==> src/rtl/core/ssbi_pkg.sv <==
// types and constants for the swept segment box test
// no dependencies
package ssbi_pkg;

   localparam int FRACTION_BITS = 16;
   localparam int QUOT_BITS     = FRACTION_BITS + 2;
   localparam int PARAM_BITS    = FRACTION_BITS + 3;
   localparam int DIV_LATENCY   = FRACTION_BITS + 3;
   localparam int NUM_BITS      = 36;
   localparam int DEN_BITS      = 33;
   localparam int REM_BITS      = 35;

   typedef struct packed {
      logic signed [31:0] start_x;
      logic signed [31:0] start_y;
      logic signed [31:0] start_z;
      logic signed [31:0] end_x;
      logic signed [31:0] end_y;
      logic signed [31:0] end_z;
      logic signed [31:0] box_center_x;
      logic signed [31:0] box_center_y;
      logic signed [31:0] box_center_z;
      logic [30:0]        half_extent_x;
      logic [30:0]        half_extent_y;
      logic [30:0]        half_extent_z;
   } req_word_type;

   typedef struct packed {
      logic                     hit;
      logic [FRACTION_BITS:0]   hit_t;
   } rsp_word_type;

endpackage

==> src/rtl/core/ssbi_slab_div.sv <==
// pipelined restoring divider for one slab face parameter, saturated
// depends on ssbi_pkg
module ssbi_slab_div
   import ssbi_pkg::*;
(
   input  logic                         clock,
   input  logic                         en,
   input  logic signed [NUM_BITS-1:0]   num,
   input  logic [DEN_BITS-1:0]          den,
   output logic signed [PARAM_BITS-1:0] param
);

   localparam int NSTEP = QUOT_BITS;

   logic [REM_BITS-1:0]  rem_ff [0:NSTEP];
   logic [REM_BITS-1:0]  dv_ff  [0:NSTEP];
   logic [QUOT_BITS-1:0] q_ff   [0:NSTEP];
   logic                 neg_ff [0:NSTEP];
   logic                 ovf_ff [0:NSTEP];
   logic [REM_BITS-1:0]  dv_in;

   assign dv_in = {den, 2'b00};

   always_ff @(posedge clock) begin
      if (en) begin
         rem_ff[0] <= num[REM_BITS-1:0];
         dv_ff[0]  <= dv_in;
         q_ff[0]   <= '0;
         neg_ff[0] <= num[NUM_BITS-1];
         ovf_ff[0] <= !num[NUM_BITS-1] && (num[REM_BITS-1:0] >= dv_in);
      end
   end

   for (genvar k = 0; k < NSTEP; k++) begin : g_step
      logic [REM_BITS:0] sh_in;
      logic              bit_in;
      assign sh_in  = {rem_ff[k], 1'b0};
      assign bit_in = sh_in >= {1'b0, dv_ff[k]};
      always_ff @(posedge clock) begin
         if (en) begin
            rem_ff[k+1] <= bit_in ? REM_BITS'(sh_in - {1'b0, dv_ff[k]})
                                  : sh_in[REM_BITS-1:0];
            dv_ff[k+1]  <= dv_ff[k];
            q_ff[k+1]   <= {q_ff[k][QUOT_BITS-2:0], bit_in};
            neg_ff[k+1] <= neg_ff[k];
            ovf_ff[k+1] <= ovf_ff[k];
         end
      end
   end

   localparam logic signed [PARAM_BITS-1:0] ParamMax =
      PARAM_BITS'((1 << FRACTION_BITS) + 1);

   always_comb begin
      if (neg_ff[NSTEP]) begin
         param = '1;
      end else if (ovf_ff[NSTEP] || ($signed({1'b0, q_ff[NSTEP]}) > ParamMax)) begin
         param = ParamMax;
      end else begin
         param = $signed({1'b0, q_ff[NSTEP]});
      end
   end

endmodule

==> config.mk <==
export PLATFORM = sky130hd
export DESIGN_NAME = ssbi_slab_div
export DESIGN_NICKNAME = d
export VERILOG_FILES = /design/src/rtl/core/ssbi_pkg.sv /design/src/rtl/core/ssbi_slab_div.sv
export SDC_FILE = /design/constraint.sdc
export NUM_CORES = 2
export LEC_CHECK = 0
export CORE_MARGIN = 10
export CORE_UTILIZATION = 55
export CTS_CLUSTER_SIZE = 40
export DETAILED_ROUTE_END_ITERATION = 16
export DONT_BUFFER_PORTS = 1
export PLACE_DENSITY = 0.73
export SETUP_SLACK_MARGIN = 0.3
export SYNTH_ARGS = -nofsm -noshare
export SYNTH_HDL_FRONTEND = slang
export SYNTH_SLANG_ARGS = --single-unit
==> constraint.sdc <==
create_clock -name clock -period 3.6 [get_ports clock]
set_input_delay 0.72 -clock clock [delete_from_list [all_inputs] [get_ports clock]]
set_output_delay 0.72 -clock clock [all_outputs]
set_load 0.02 [all_outputs]
* Word-level counts from Yosys, hierarchy flattened
Memory sizes are Yosys's and may differ from the RTL's. Cells that the tools add are included.
Word-level totals: register bits after elaboration 0, RAM bits 1710, input bits 71, logic and storage cells 68, memories 5
Memories:
- dv_ff | words 19, width 35, rd ports 18, clocked after memory_dff 0, write ports 19, line ssbi_slab_div.sv:16 | logic [REM_BITS-1:0] dv_ff [0:NSTEP];
- rem_ff | words 19, width 35, rd ports 18, clocked after memory_dff 0, write ports 19, line ssbi_slab_div.sv:15 | logic [REM_BITS-1:0] rem_ff [0:NSTEP];
- q_ff | words 19, width 18, rd ports 19, clocked after memory_dff 0, write ports 19, line ssbi_slab_div.sv:17 | logic [QUOT_BITS-1:0] q_ff [0:NSTEP];
- neg_ff | words 19, width 1, rd ports 19, clocked after memory_dff 0, write ports 19, line ssbi_slab_div.sv:18 | logic neg_ff [0:NSTEP];
- ovf_ff | words 19, width 1, rd ports 19, clocked after memory_dff 0, write ports 19, line ssbi_slab_div.sv:19 | logic ovf_ff [0:NSTEP];
Operators by class: $add $sub $neg 18, magnitude comparators 20, mux-type cells 22, reduce and logical (&&, ||, !) cells 3
Operators with widths (count):
- $ge A36 B35 Y1 | 18
- $mux W35 | 18
- $sub A35 B35 Y35 | 18
- $ge A35 B35 Y1 | 1
- $mux W19 | 1
- $gt A18 B17 Y1 const B | 1
- $mux W18 | 1
- $mux W1 | 2
- $logic_and A1 B1 Y1 | 1
- $logic_not A1 Y1 | 1
- $logic_or A1 B1 Y1 | 1

* Depth between registers and ports, before layout
An unclocked memory read counts as a cell.
depth after elaboration 5, depth in mapped cells 15, depth with buffers taken out 14

* Worst setup path after synthesis
No wires, ideal clock.
path kind reg2reg, start point mem dv_ff[7][2], end point mem rem_ff[8][22], data pin, arrival time 3264 ps, required time 3340 ps, slack 76 ps, cell stages (with the launch flop) 13, buffers on the path 2, period minus slack after synthesis 3524 ps, path through edfxtp_1 -> fa_1 -> nor2b_1 -> o21bai_1 -> a31o_2 -> a2111oi_0 -> o41ai_1 -> or2_2 -> nor2_1 -> o31a_1 -> buf_2 -> buf_2 -> mux2_2
RTL lines (line):
- start: declaration | ssbi_slab_div.sv:16
- end: declaration | ssbi_slab_div.sv:15

==> results.sh <==
export IMPL_grt_max_degree=291
export IMPL_p_clk_share_pct=16.6
export IMPL_slowest_delay_ns=0.43
export IMPL_netlist_top_cells_area="edfxtp_1 (52%), ha_1 (9.7%), mux2_2 (4.1%), a21oi_1 (3.8%), inv_1 (3.5%)"
export IMPL_reg2reg_depth=13
export IMPL_wl_per_cell_um=20.63
export IMPL_yosysMostFrequentCell="edfxtp_1"
export IMPL_yosysSeqAreaShare_pct=52.31
export IMPL_syn_area_um2=80370
export IMPL_cp_start_kind="register"
export IMPL_synthTopCellsByCount="edfxtp_1 (1400), inv_1 (758), ha_1 (626)"
export IMPL_synth_top_area_cell="edfxtp_1"
export IMPL_fmax_mhz=272.9
export IMPL_p_int_uw=58850
export IMPL_swShare_pct=37.14
export IMPL_synth_edf_count=1400
export IMPL_synth_fp_nets=7768
export IMPL_synth_top_area_share_pct=52.31
export IMPL_power_share_sequential_pct=28.7
export IMPL_fin_area_um2=99440
export IMPL_ys_warn_count=0
export IMPL_grt_util_all_layers_pct=23.57
export IMPL_worst_pin_slew_ns=1.355
export IMPL_drt_total_wl_um=206100
export IMPL_cp_slowest_cell="a2111o_1"
export IMPL_violations="DRC, setup timing"
export IMPL_antenna_found_initial=2
export IMPL_crit_arrival_ns=4.20
export IMPL_syn_avg_cell_area_um2=11.39
export IMPL_rsz0062_at_grt="yes"
export IMPL_path_class="reg2reg"
export IMPL_ys_seq_elements=1400
export IMPL_placed_cell_area_um2=87110
export IMPL_die_h_um=402.3
export IMPL_hold_violations=0
export IMPL_ys_async_sr_fraction_pct=0
export IMPL_cts_clk_slew_worst_paths_ns=0.06
export IMPL_vdd_ir_drop_worst_mv=0.4789
export IMPL_io_buffers=0
export IMPL_cp_end_kind="register"
export IMPL_drcViolationCount=1
export IMPL_syn_to_final_growth_pct=23.72
export IMPL_hp_class="in2reg"
export IMPL_critical_path_required_ns=4.13
export IMPL_dieArea_um2=161800
export IMPL_maxCapViolCount=0
export IMPL_synth_ff_type="edfxtp_1"
export IMPL_cts_root_buf="clkbuf_16"
export IMPL_power_switching_uw=34760
export IMPL_tns_ns=-1.096
export IMPL_netlist_instances=7054
export IMPL_placed_cells=9407
export IMPL_ant_nets=0
export IMPL_route_vias_total=57947
export IMPL_whs_path_depth=0
export IMPL_cts_buffers=157
export IMPL_p_leak_uw=0.04205
export IMPL_row_count=140
export IMPL_maxSlewHeadroom_pct=9.684
export IMPL_die_w_um=402.3
export IMPL_setup_ws_ns=-0.06485
export IMPL_drv_slew=0
export IMPL_cts_tree="yes"
export IMPL_initial_core_util_pct=55.28
export IMPL_critPathMaxFanout=28
export IMPL_fin_crit_ns=3.665
export IMPL_dr_pass1_iters=13
export IMPL_fillCellCount=10023
export IMPL_cp_cell_sequence="inv_2, ha_4, nor2b_4, o31ai_4, a211oi_2, or3_4, a31o_4, a2111o_1, nand2_2, o21ai_2, a211o_2, buf_12, mux2_4"
export IMPL_ys_types=95
export IMPL_htreeDepth=4
export IMPL_nets=8658
export IMPL_grt_pass1_vias=60377
export IMPL_seqCellArea_um2=42040
export IMPL_boundaryPins=90
export IMPL_pwr_share_comb_pct=54.7
export IMPL_gp_congestion=0.9778
export IMPL_fin_cells=9989
export IMPL_total_power_uw=93620
export IMPL_cts_sinks=1400
export IMPL_drive_gt1_share_pct=23.27
export IMPL_finalCritPeriodShare_pct=101.8
export IMPL_multi_input_area_um2=38430
export IMPL_overflow=0
export IMPL_drtIter0Drc=3052
export IMPL_vias_per_cell=5.801
export IMPL_core_um2=145400
export IMPL_dp_hpwl_um=139100
export IMPL_setup_violations=30
export IMPL_cellPowerDensity_nw_per_um2=941.4
export IMPL_grt_pass1_wl_um=305400
export IMPL_clk_path_buf_depth=3
export IMPL_fin_skew_ns=0.01982
export IMPL_status="finished with violations"
export IMPL_clock_latency_ns=0.79
-- cells in the final DEF, fill, tap and decap left out, types with 42 or more instances in the layout --
cell type      netlist  final
mux2_4              27    185
o21bai_1            71     68
a21oi_1            612    529
nor2b_1             81     63
clkbuf_16            0    175
o21ai_0            367    302
buf_4                4    671
inv_1              758    730
nand2b_1            70     67
edfxtp_1          1400   1400
nand2_1            389    382
a21o_1             293    291
dlygate4sd3_1        0     69
nor2_1             379    320
buf_6                1     60
a31oi_1             70     58
nor2_4               0     42
ha_1               626    577
mux2_2             293    136
o21a_1              92     91
nor3_1              66     60
nand3_1            130    125
xnor2_1            280    280
nand4_1             86     86
a21oi_2              2     76
xor2_1             196    196
and3_1              49     48
-- power by group through the flow --
stage                     clock network, µW  registers [µW]  logic [µW]
after floorplan                           0           25900       29100
after global placement                    0           26800       40400
after detailed placement                  0           26900       41300
after CTS                             15800           26600       46300
after global routing                  16500           27200       55100
final                                 15600           26800       51200
-- flip-flops by register name, summed over array words and instances, names as in the netlist --
register / count
dv_ff: 594
ovf_ff: 19
neg_ff: 19
rem_ff: 597
q_ff: 171
-- critical path, delay by kind of cell (launching register included) --
kind,cells,cell delay [ns]
compound gates,6,1.53
buf+inv,2,0.27
mux,1,0.32
fa+ha+maj,1,0.20
simple gates,3,0.63
flops,1,0.40
-- worst paths after layout --
check,startpoint,end,slack (ns)
worst max-delay path,dv_ff[15][4],rem_ff[16][12],-0.06
worst min-delay path,en,rem_ff[0][32],0.05
worst max register to register,dv_ff[15][4],rem_ff[16][12],-0.06
worst min register to register,q_ff[13][0],q_ff[14][1],0.41
-- stage by stage --
step	util, %	setup WS (ns)	hold slack [ns]
final	68.40	-0.06485	0.05334
after global routing	68.40	-0.1608	0.01283
after CTS	66.09	-0.04420	0.01658
after detailed placement	59.91	-0.5333	0.4045
after global placement	59.91	-0.4417	0.4003
after floorplan	-	0.2185	0.4003
-- metal layers --
layer / vias to the layer above / GRT usage (%) / wire length (µm)
met3: 729 / 2.970 / 6026
met2: 1514 / 49.43 / 119300
met4: 0 / 16.50 / 16950
met1: 27955 / 19.58 / 63780
met5: - / 0 / 0
li1: 27749 / - / -
-- layout make-up --
| cell class | count | area share [%] |
|---|---|---|
| clock inverter | 85 | 0.9085 |
| sequential | 1400 | 42.28 |
| tap | 1917 | 2.412 |
| inverter | 759 | 2.868 |
| clock buffer | 195 | 4.094 |
| multi-input combinational | 4719 | 38.65 |
| timing repair buffer | 907 | 8.775 |
| antenna | 7 | 0.01762 |
-- timing repair --
action                                  in CTS  in global routing
gates resized for setup                    475                488
hold endpoints to repair                    69                  0
hold buffers                                69                  0
endpoints found under the setup margin     640                806
buffers inserted                            78                101
pin swaps                                  129                160
gates cloned                                23                 23
-- cell families (layout without fill, tap and decap cells) --
logic type,count (synthesis),count (layout),synth area share (%)
AOI/OAI and AO/OA,1864,1864,14.67
xor gates and xnor gates,476,476,5.187
adders and majority gates,643,643,10.17
buffers and inverters,935,1946,4.490
DFF,1400,1400,52.31
muxes,338,338,4.835
other,0,7,0
and+or+nand+nor,1398,1398,8.338
Power figures use the tool's default switching activity.
